### src/hw/rtl/mfcr_pkg.sv
// Shared types and constants for the meter frame checker and reply builder.
// Holds the frame descriptor passed from front to back and the reply byte map.
// No dependencies.
package mfcr_pkg;

	localparam int COUNT_W   = 8;
	localparam int LOGIN_LEN = 22;
	localparam int DATA_LEN  = 39;
	localparam int REPLY_LEN = 18;
	localparam int IDX_W     = 5;

	localparam logic [IDX_W-1:0] REPLY_LAST_IDX = IDX_W'(REPLY_LEN - 1);

	localparam logic [7:0] CTRL_LOGIN = 8'h33;
	localparam logic [7:0] CTRL_DATA  = 8'h36;
	localparam logic [7:0] DIGIT_BIAS = 8'h33;
	localparam logic [7:0] HDR_START  = 8'h68;
	localparam logic [7:0] HDR_FILL   = 8'h88;
	localparam logic [7:0] HDR_B8     = 8'h20;
	localparam logic [7:0] HDR_B9     = 8'h06;
	localparam logic [7:0] HDR_B11    = 8'h1d;
	localparam logic [7:0] END_MARK   = 8'h16;
	localparam logic [15:0] SNOW_READING = 16'd1000;

	// mod-256 sum of the fixed reply bytes 0..9 and 11
	localparam logic [7:0] HDR_SUM = 8'((2 * 8'h68) + (6 * 8'h88) + 8'h20 + 8'h06 + 8'h1d);

	typedef enum logic [1:0] {
		ST_OK      = 2'd0,
		ST_BAD_LEN = 2'd1,
		ST_BAD_SUM = 2'd2
	} status_t;

	typedef struct packed {
		status_t            status;
		logic               kind;
		logic [3:0][7:0]    addr;
		logic [7:0]         csum;
		logic signed [15:0] reading;
		logic               is1000;
	} desc_t;

	typedef struct packed {
		logic full;
		logic empty;
	} q_stat_t;

	function automatic logic [7:0] reply_byte(input logic [IDX_W-1:0] idx, input desc_t d);
		logic [7:0] b;
		unique case (idx) inside
			5'd0, 5'd7:   b = HDR_START;
			[5'd1:5'd6]:  b = HDR_FILL;
			5'd8:         b = HDR_B8;
			5'd9:         b = HDR_B9;
			5'd10:        b = d.kind ? CTRL_DATA : CTRL_LOGIN;
			5'd11:        b = HDR_B11;
			[5'd12:5'd15]: b = d.addr[idx[1:0]];
			5'd16:        b = d.csum;
			5'd17:        b = END_MARK;
			default:      b = '0;
		endcase
		return b;
	endfunction

endpackage

### src/hw/rtl/mfcr_front.sv
// Front part: accepts frame bytes, tracks count, sum and trailing bytes,
// and on the last byte classifies the frame into one descriptor.
// Depends on mfcr_pkg.
module mfcr_front #(
	parameter int MAX_FRAME_BYTES = 128
) (
	input  logic                clk,
	input  logic                arst_n,
	input  logic                in_valid,
	output logic                in_ready,
	input  logic [7:0]          in_byte,
	input  logic                in_last,
	input  mfcr_pkg::q_stat_t   q_stat,
	output logic                push,
	output mfcr_pkg::desc_t     push_desc
);
	import mfcr_pkg::*;

	localparam logic [COUNT_W-1:0] MAX_CNT   = COUNT_W'(MAX_FRAME_BYTES);
	localparam logic [COUNT_W-1:0] LOGIN_IDX = COUNT_W'(LOGIN_LEN - 1);
	localparam logic [COUNT_W-1:0] DATA_IDX  = COUNT_W'(DATA_LEN - 1);
	localparam logic [COUNT_W-1:0] RD_LO_IDX = COUNT_W'(13);
	localparam logic [COUNT_W-1:0] RD_HI_IDX = COUNT_W'(14);

	logic [COUNT_W-1:0] count_q;
	logic [7:0]         sum_q;
	logic [4:0][7:0]    recent_q;
	logic [1:0][7:0]    rdg_q;

	logic        accept;
	logic        is_login, is_data, sum_ok;
	logic [7:0]  ck, ctrl;
	logic [15:0] rd;

	assign in_ready = !q_stat.full;
	assign accept   = in_valid && in_ready;
	assign push     = accept && in_last;

	assign is_login = (count_q == LOGIN_IDX);
	assign is_data  = (count_q == DATA_IDX);
	assign ck       = recent_q[0];
	assign sum_ok   = (8'(sum_q - ck) == ck);
	assign ctrl     = is_data ? CTRL_DATA : CTRL_LOGIN;
	assign rd       = {8'(rdg_q[1] - DIGIT_BIAS), 8'(rdg_q[0] - DIGIT_BIAS)};

	always_comb begin
		push_desc.addr    = {recent_q[1], recent_q[2], recent_q[3], recent_q[4]};
		push_desc.csum    = 8'(HDR_SUM + ctrl + recent_q[1] + recent_q[2]
			+ recent_q[3] + recent_q[4]);
		push_desc.kind    = is_data;
		push_desc.reading = '0;
		push_desc.is1000  = 1'b0;
		if (!is_login && !is_data) begin
			push_desc.status = ST_BAD_LEN;
		end else if (!sum_ok) begin
			push_desc.status = ST_BAD_SUM;
		end else begin
			push_desc.status = ST_OK;
			if (is_data) begin
				push_desc.reading = rd;
				push_desc.is1000  = (rd == SNOW_READING);
			end
		end
	end

	always_ff @(posedge clk or negedge arst_n) begin
		if (!arst_n) begin
			count_q  <= '0;
			sum_q    <= '0;
			recent_q <= '0;
			rdg_q    <= '0;
		end else if (accept) begin
			if (in_last) begin
				// clear for the next frame
				count_q  <= '0;
				sum_q    <= '0;
				recent_q <= '0;
				rdg_q    <= '0;
			end else begin
				if (count_q == RD_LO_IDX) rdg_q[0] <= in_byte;
				if (count_q == RD_HI_IDX) rdg_q[1] <= in_byte;
				sum_q    <= 8'(sum_q + in_byte);
				recent_q <= {recent_q[3:0], in_byte};
				if (count_q < MAX_CNT) count_q <= count_q + 1'b1;
			end
		end
	end

endmodule

### src/hw/rtl/mfcr_queue.sv
// Two-entry descriptor queue between front and back.
// Depends on mfcr_pkg.
module mfcr_queue (
	input  logic              clk,
	input  logic              arst_n,
	input  logic              push,
	input  mfcr_pkg::desc_t   push_desc,
	input  logic              pop,
	output mfcr_pkg::desc_t   head,
	output mfcr_pkg::q_stat_t stat
);
	import mfcr_pkg::*;

	desc_t      mem_q [2];
	logic       wr_ptr_q, rd_ptr_q;
	logic [1:0] cnt_q;

	assign head       = mem_q[rd_ptr_q];
	assign stat.full  = (cnt_q == 2'd2);
	assign stat.empty = (cnt_q == 2'd0);

	always_ff @(posedge clk) begin
		if (push) mem_q[wr_ptr_q] <= push_desc;
	end

	always_ff @(posedge clk or negedge arst_n) begin
		if (!arst_n) begin
			wr_ptr_q <= 1'b0;
			rd_ptr_q <= 1'b0;
			cnt_q    <= '0;
		end else begin
			if (push) wr_ptr_q <= !wr_ptr_q;
			if (pop)  rd_ptr_q <= !rd_ptr_q;
			if (push && !pop)      cnt_q <= cnt_q + 1'b1;
			else if (pop && !push) cnt_q <= cnt_q - 1'b1;
		end
	end

endmodule

### src/hw/rtl/mfcr_back.sv
// Back part: walks the head descriptor and emits reply bytes or one error
// result through a registered output stage. Depends on mfcr_pkg.
module mfcr_back (
	input  logic              clk,
	input  logic              arst_n,
	input  mfcr_pkg::desc_t   head,
	input  mfcr_pkg::q_stat_t q_stat,
	output logic              pop,
	output logic              out_valid,
	input  logic              out_ready,
	output logic [7:0]        out_byte,
	output logic              out_last,
	output mfcr_pkg::status_t out_status,
	output logic              out_kind,
	output logic signed [15:0] out_reading,
	output logic              out_is1000
);
	import mfcr_pkg::*;

	logic [IDX_W-1:0] idx_q;
	logic             valid_q;
	logic             load, is_ok, end_item;

	assign is_ok    = (head.status == ST_OK);
	assign end_item = !is_ok || (idx_q == REPLY_LAST_IDX);
	assign load     = !q_stat.empty && (!valid_q || out_ready);
	assign pop      = load && end_item;
	assign out_valid = valid_q;

	always_ff @(posedge clk or negedge arst_n) begin
		if (!arst_n) begin
			valid_q <= 1'b0;
			idx_q   <= '0;
		end else begin
			if (load) begin
				valid_q <= 1'b1;
				idx_q   <= end_item ? '0 : idx_q + 1'b1;
			end else if (out_ready) begin
				valid_q <= 1'b0;
			end
		end
	end

	// payload holds while the receiver stalls
	always_ff @(posedge clk) begin
		if (load) begin
			out_byte    <= is_ok ? reply_byte(idx_q, head) : 8'h00;
			out_last    <= end_item;
			out_status  <= head.status;
			out_kind    <= head.kind;
			out_reading <= head.reading;
			out_is1000  <= head.is1000;
		end
	end

endmodule

### src/hw/rtl/meter_frame_check_and_reply.sv
// Meter frame checker and reply builder, top level.
// Receive side: one frame byte per word on s_axis, tlast on the final byte.
// Frames of 22 bytes (login) and 39 bytes (data) are checked against the
// mod-256 sum carried in the second-to-last byte.
// Transmit side: a valid frame yields 18 reply words on m_axis, tlast on the
// 18th; a bad length or bad checksum yields one error word with tlast set.
// Data frames also carry the decoded reading on every reply word.
// Throughput: one received byte per cycle and, while m_axis_tready is high, one result
// per cycle; the input side stalls only while the two-entry frame queue holds two frames.
// Result path: the descriptor is written into the queue as the last frame byte is taken,
// and the back end then loads each result word into its output register.
// Reset clears the frame counters, the queue and the output stage; no word
// is pending after reset. When m_axis_tready is low the output word holds,
// the back end pauses, and the front keeps taking bytes until the queue fills.
// Depends on mfcr_pkg, mfcr_front, mfcr_queue, mfcr_back.
module meter_frame_check_and_reply #(
	parameter int MAX_FRAME_BYTES = 128
) (
	input  logic        clk,
	input  logic        arst_n,
	input  logic        s_axis_tvalid,
	output logic        s_axis_tready,
	input  logic [7:0]  s_axis_tdata,  // [7:0] rx_byte
	input  logic        s_axis_tlast,
	output logic        m_axis_tvalid,
	input  logic        m_axis_tready,
	output logic [31:0] m_axis_tdata,  // [7:0] tx_byte, [23:8] reading, [24] reading_is_1000
	output logic [7:0]  m_axis_tuser,  // [1:0] status, [2] frame_kind
	output logic        m_axis_tlast
);
	import mfcr_pkg::*;

	q_stat_t           q_stat;
	desc_t             push_desc, head;
	logic              push, pop;
	logic [7:0]        tx_byte;
	status_t           tx_status;
	logic              tx_kind, tx_is1000;
	logic signed [15:0] tx_reading;

	mfcr_front #(
		.MAX_FRAME_BYTES(MAX_FRAME_BYTES)
	) u_front (
		.clk       (clk),
		.arst_n    (arst_n),
		.in_valid  (s_axis_tvalid),
		.in_ready  (s_axis_tready),
		.in_byte   (s_axis_tdata),
		.in_last   (s_axis_tlast),
		.q_stat    (q_stat),
		.push      (push),
		.push_desc (push_desc)
	);

	mfcr_queue u_queue (
		.clk       (clk),
		.arst_n    (arst_n),
		.push      (push),
		.push_desc (push_desc),
		.pop       (pop),
		.head      (head),
		.stat      (q_stat)
	);

	mfcr_back u_back (
		.clk         (clk),
		.arst_n      (arst_n),
		.head        (head),
		.q_stat      (q_stat),
		.pop         (pop),
		.out_valid   (m_axis_tvalid),
		.out_ready   (m_axis_tready),
		.out_byte    (tx_byte),
		.out_last    (m_axis_tlast),
		.out_status  (tx_status),
		.out_kind    (tx_kind),
		.out_reading (tx_reading),
		.out_is1000  (tx_is1000)
	);

	assign m_axis_tdata = {7'b0, tx_is1000, tx_reading, tx_byte};
	assign m_axis_tuser = {5'b0, tx_kind, tx_status};

`ifndef SYNTH
	a_no_overflow: assert property (@(posedge clk) disable iff (!arst_n)
		push |-> !q_stat.full || pop)
		else $error("descriptor queue overflow");

	a_no_pop_empty: assert property (@(posedge clk) disable iff (!arst_n)
		pop |-> !q_stat.empty)
		else $error("pop from empty descriptor queue");

	a_error_single: assert property (@(posedge clk) disable iff (!arst_n)
		(m_axis_tvalid && tx_status != ST_OK) |-> m_axis_tlast && tx_byte == 8'h00)
		else $error("error result not a single final word");

	a_snow_flag: assert property (@(posedge clk) disable iff (!arst_n)
		(m_axis_tvalid && tx_is1000) |->
			(tx_reading == 16'sd1000) && tx_kind && tx_status == ST_OK)
		else $error("snow flag set without a data reading of 1000");
`endif

endmodule

### config.mk
export PLATFORM = sky130hd
export DESIGN_NAME = meter_frame_check_and_reply
export DESIGN_NICKNAME = d
export VERILOG_FILES = /design/src/hw/rtl/mfcr_pkg.sv /design/src/hw/rtl/mfcr_front.sv /design/src/hw/rtl/mfcr_queue.sv /design/src/hw/rtl/mfcr_back.sv /design/src/hw/rtl/meter_frame_check_and_reply.sv
export SDC_FILE = /design/constraint.sdc
export NUM_CORES = 1
export LEC_CHECK = 0
export BUFFER_PORTS_ARGS = -buffer_cell sky130_fd_sc_hd__buf_4
export CORE_ASPECT_RATIO = 0.5
export CORE_MARGIN = 10
export CORE_UTILIZATION = 51
export DETAILED_ROUTE_END_ITERATION = 6
export HOLD_SLACK_MARGIN = 0.03
export MAX_ROUTING_LAYER = met4
export PLACE_DENSITY = 0.76
export RECOVER_POWER = 25
export SLEW_MARGIN = 20
export SYNTH_ARGS = -nofsm -noshare
export SYNTH_HDL_FRONTEND = slang
export SYNTH_SLANG_ARGS = --single-unit
### constraint.sdc
create_clock -name clk -period 11.5 [get_ports clk]
set_input_delay 2.3 -clock clk [delete_from_list [all_inputs] [get_ports clk]]
set_output_delay 2.3 -clock clk [all_outputs]
set_load 0.02 [all_outputs]
==> results.sh <==
export IMPL_power_switching_uw=962
export IMPL_vias_per_cell=5.55
export IMPL_synth_compound_area_frac=0.0854
export IMPL_endpoint_kind="register"
export IMPL_synth_main_ff_cell="edfxtp_1"
export IMPL_synth_top_family_by_area="simple AND/OR/NAND/NOR gates"
export IMPL_setup_slack_ns=6.72
export IMPL_internal_power_mw=1.93
export IMPL_synth_cell_types=68
export IMPL_synth_edf_count=149
export IMPL_muxShareOfSynthArea=0.0758
export IMPL_startpoint="u_queue.rd_ptr_q$_DFFE_PN0P_"
export IMPL_rsz0062_at_grt="no"
export IMPL_drt_wl_total_microns=23100
export IMPL_fillCellCount=1711
export IMPL_grt_use_total=0.165
export IMPL_post_cts_buffers=0
export IMPL_period_share=0.416
export IMPL_crit_fanout=47
export IMPL_ys_async_sr_fraction=0.355
export IMPL_first_global_vias=6905
export IMPL_wl_per_cell_microns=18.4
export IMPL_slew_headroom=-1.09
export IMPL_power_frac_comb=0.342
export IMPL_cts_buffer_depth=3
export IMPL_finalHoldViolCount=0
export IMPL_violations="capacitance limit, slew limit"
export IMPL_portBuffers=43
export IMPL_clockRootBuffer="clkbuf_16"
export IMPL_min_delay_start="u_front.push_desc[25]$_DFFE_PN0P_"
export IMPL_final_nets=1014
export IMPL_clock_latency_ns=0.51
export IMPL_multiInputGateArea_sq_um=4350
export IMPL_gp_congestion=0.881
export IMPL_leakagePower_nw=4.81
export IMPL_initial_core_util=0.522
export IMPL_crit_chain="clkbuf_1 -> o32ai_1 -> o21ai_1 -> nand2_1 -> ha_1 -> xor2_1 -> nor2_1 -> xor2_1"
export IMPL_drv_cap=2
export IMPL_overflow=0
export IMPL_vias=6977
export IMPL_power_switching_share=0.332
export IMPL_synth_cell_area_sq_um=11400
export IMPL_die_w_microns=231
export IMPL_p_seq_frac=0.420
export IMPL_synth_area_per_cell_sq_um=12.5
export IMPL_worstMarginPinSlew_ns=3.14
export IMPL_setup_violations=0
export IMPL_slowest_delay_ns=2.21
export IMPL_setup_tns_ns=0
export IMPL_clock_skew_ns=0.0120
export IMPL_antenna_found_initial=0
export IMPL_htreeDepth=1
export IMPL_core_sq_um=21800
export IMPL_place_hpwl_microns=15600
export IMPL_syn_inst=911
export IMPL_path_clk_slew_ns=0.06
export IMPL_ios=56
export IMPL_row_count=38
export IMPL_synth_simple_gate_area_frac=0.107
export IMPL_power_frac_clock=0.238
export IMPL_startpoint_type="register"
export IMPL_ff_latch_area_sq_um=6530
export IMPL_place_worst_setup_slack_ns=6.71
export IMPL_cts_tree="yes"
export IMPL_path_common_cell="xor2_1"
export IMPL_fin_crit_ns=4.78
export IMPL_cts_sinks=231
export IMPL_antennaDiodeCount=0
export IMPL_layout_drive_gt1_share=0.145
export IMPL_die_h_microns=126
export IMPL_finalMaxSlewViolations=82
export IMPL_first_iter_violations=733
export IMPL_fmax_ghz=0.209
export IMPL_die_area_sq_um=29000
export IMPL_cp_data_arrival_time_ns=5.20
export IMPL_synth_adder_area_share=0.0773
export IMPL_ctsResizeCount=0
export IMPL_firstDrtPassIters=5
export IMPL_ys_ff_latch=231
export IMPL_cp_data_required_time_ns=11.92
export IMPL_ant_nets=0
export IMPL_area_delta_synth_final_pct=10.6
export IMPL_p_per_area_nw_per_um2=231
export IMPL_path_class="register to register"
export IMPL_yosysSeqAreaShare=0.575
export IMPL_status="complete, but fails checks"
export IMPL_grt_max_degree=94
export IMPL_crit_slowest_cell="clkbuf_1"
export IMPL_cts_hold_fix_buffers=0
export IMPL_ys_warn_count=0
export IMPL_holdWs_ns=0.479
export IMPL_synth_xor_xnor_area_share=0.0323
export IMPL_drc=0
export IMPL_ir_drop_mv=0.117
export IMPL_min_path_type="register to register"
export IMPL_reg2reg_from="u_queue.rd_ptr_q$_DFFE_PN0P_"
export IMPL_numCtsBuffers=22
export IMPL_r2r_slack_ns=6.72
export IMPL_grt_pass1_wl_microns=37700
==> cell usage in the layout, fill, tap and decap left out, types with 6 or more instances in the layout <==
cell type and count:
a21oi_1 28, a31oi_1 7, buf_4 49, clkbuf_1 10, clkbuf_16 23, conb_1 12, dfrtp_1 81, edfxtp_1 149
fa_1 17, ha_1 43, inv_1 62, mux2_1 6, mux2_2 18, mux2i_1 23, mux4_2 16, nand2_1 99
nand2b_1 20, nand3_1 13, nand3b_1 13, nor2_1 29, nor2_4 7, nor3_1 12, o21ai_0 59, o21ai_1 9
o31ai_1 23, xnor2_1 28, xor2_1 12
==> flip-flops by register name (all words and copies together) (netlist names) <==
signal and flops:
u_back.out_kind 1, u_queue.cnt_q 2, u_queue.mem_q 120, u_back.idx_q 5
u_back.out_last 1, u_back.out_is1000 1, u_front.push_desc 32, u_back.out_valid 1
u_back.out_byte 8, u_back.out_reading 16, u_queue.wr_ptr_q 1, u_front.sum_q 8
u_front.rdg_q 16, u_front.count_q 8, u_queue.rd_ptr_q 1, u_back.out_status 2
u_front.ck 8
==> power groups by stage <==
| stage | sequential (mW) | clock (mW) | combinational [mW] |
|---|---|---|---|
| after floorplan | 1.25 | 0 | 0.687 |
| after global placement | 1.22 | 0 | 0.948 |
| after detailed placement | 1.23 | 0 | 0.982 |
| after CTS | 1.22 | 0.703 | 0.997 |
| after global routing | 1.23 | 0.739 | 1.10 |
| final | 1.22 | 0.690 | 0.990 |
==> cell usage after synthesis, types with 16 or more instances <==
cell type	count	area, sq um
inv_1	62	233
nor2_1	30	113
mux2i_1	23	230
fa_1	17	340
o21ai_0	59	295
dfrtp_1	82	2050
xnor2_1	28	245
nand2b_1	20	125
a21oi_1	28	140
mux2_2	24	270
ha_1	43	538
o31ai_1	23	173
nand2_1	100	375
clkbuf_1	30	113
mux4_2	16	360
buf_4	16	120
edfxtp_1	149	4470
==> routing by layer <==
metal  part of all wire  GRT usage
met1               0.45      0.216
met2               0.48      0.265
met3              0.055     0.0323
met4              0.014     0.0304
met5                  0          -
==> worst max-delay path: cells and delay by family (launching register included) <==
family	cells	cell delay, ns
AO/OA/AOI/OAI	2	1.29
AND/OR/NAND/NOR	2	0.32
adder cells (fa/ha/maj)	1	0.24
flip-flops	1	0.34
XOR/XNOR	2	0.29
buffers and inverters	1	2.21
==> final timing paths <==
path / endpoint / cells past startpoint
worst min-delay path: u_queue.mem_q[0][25]$_DFFE_PP_ / 0
worst min register to register: u_queue.mem_q[0][25]$_DFFE_PP_ / 0
max in group asynchronous: u_queue.rd_ptr_q$_DFFE_PN0P_ / 2
worst max register to register: u_queue.cnt_q[1]$_DFFE_PN0P_ / 8
worst max-delay path: u_queue.cnt_q[1]$_DFFE_PN0P_ / 8
min in group asynchronous: u_front.rdg_q[0]$_DFFE_PN0P_ / 1
==> through the flow <==
step | utilization | cell area [sq um] | total power, mW | instances
detailed placement | 0.546 | 11900 | 2.21 | 1217
global route | 0.577 | 12600 | 3.08 | 1257
floorplan | - | 11400 | 1.94 | 922
global placement | 0.546 | 11900 | 2.17 | 1217
finish | 0.577 | 12600 | 2.90 | 1257
CTS | 0.577 | 12600 | 2.92 | 1257
==> final cells by class <==
cell class / instances / share of cell area
well taps: 300 / 0.0299
clock buffers: 35 / 0.0526
repair buffers: 52 / 0.0305
multi-input cells: 571 / 0.346
inverters: 63 / 0.0188
flip-flops and latches: 231 / 0.520
clock inverters: 5 / 0.00239
==> kinds of logic after synthesis <==
| kind of cell | Yosys count |
|---|---|
| xor gates and xnor gates | 41 |
| DFF | 231 |
| muxes | 63 |
| and+or+nand+nor | 236 |
| AOI/OAI and AO/OA | 159 |
| other | 1 |
| buffers and inverters | 120 |
| adders and majority gates | 60 |
Note: power is estimated with default switching activity, not from simulation.
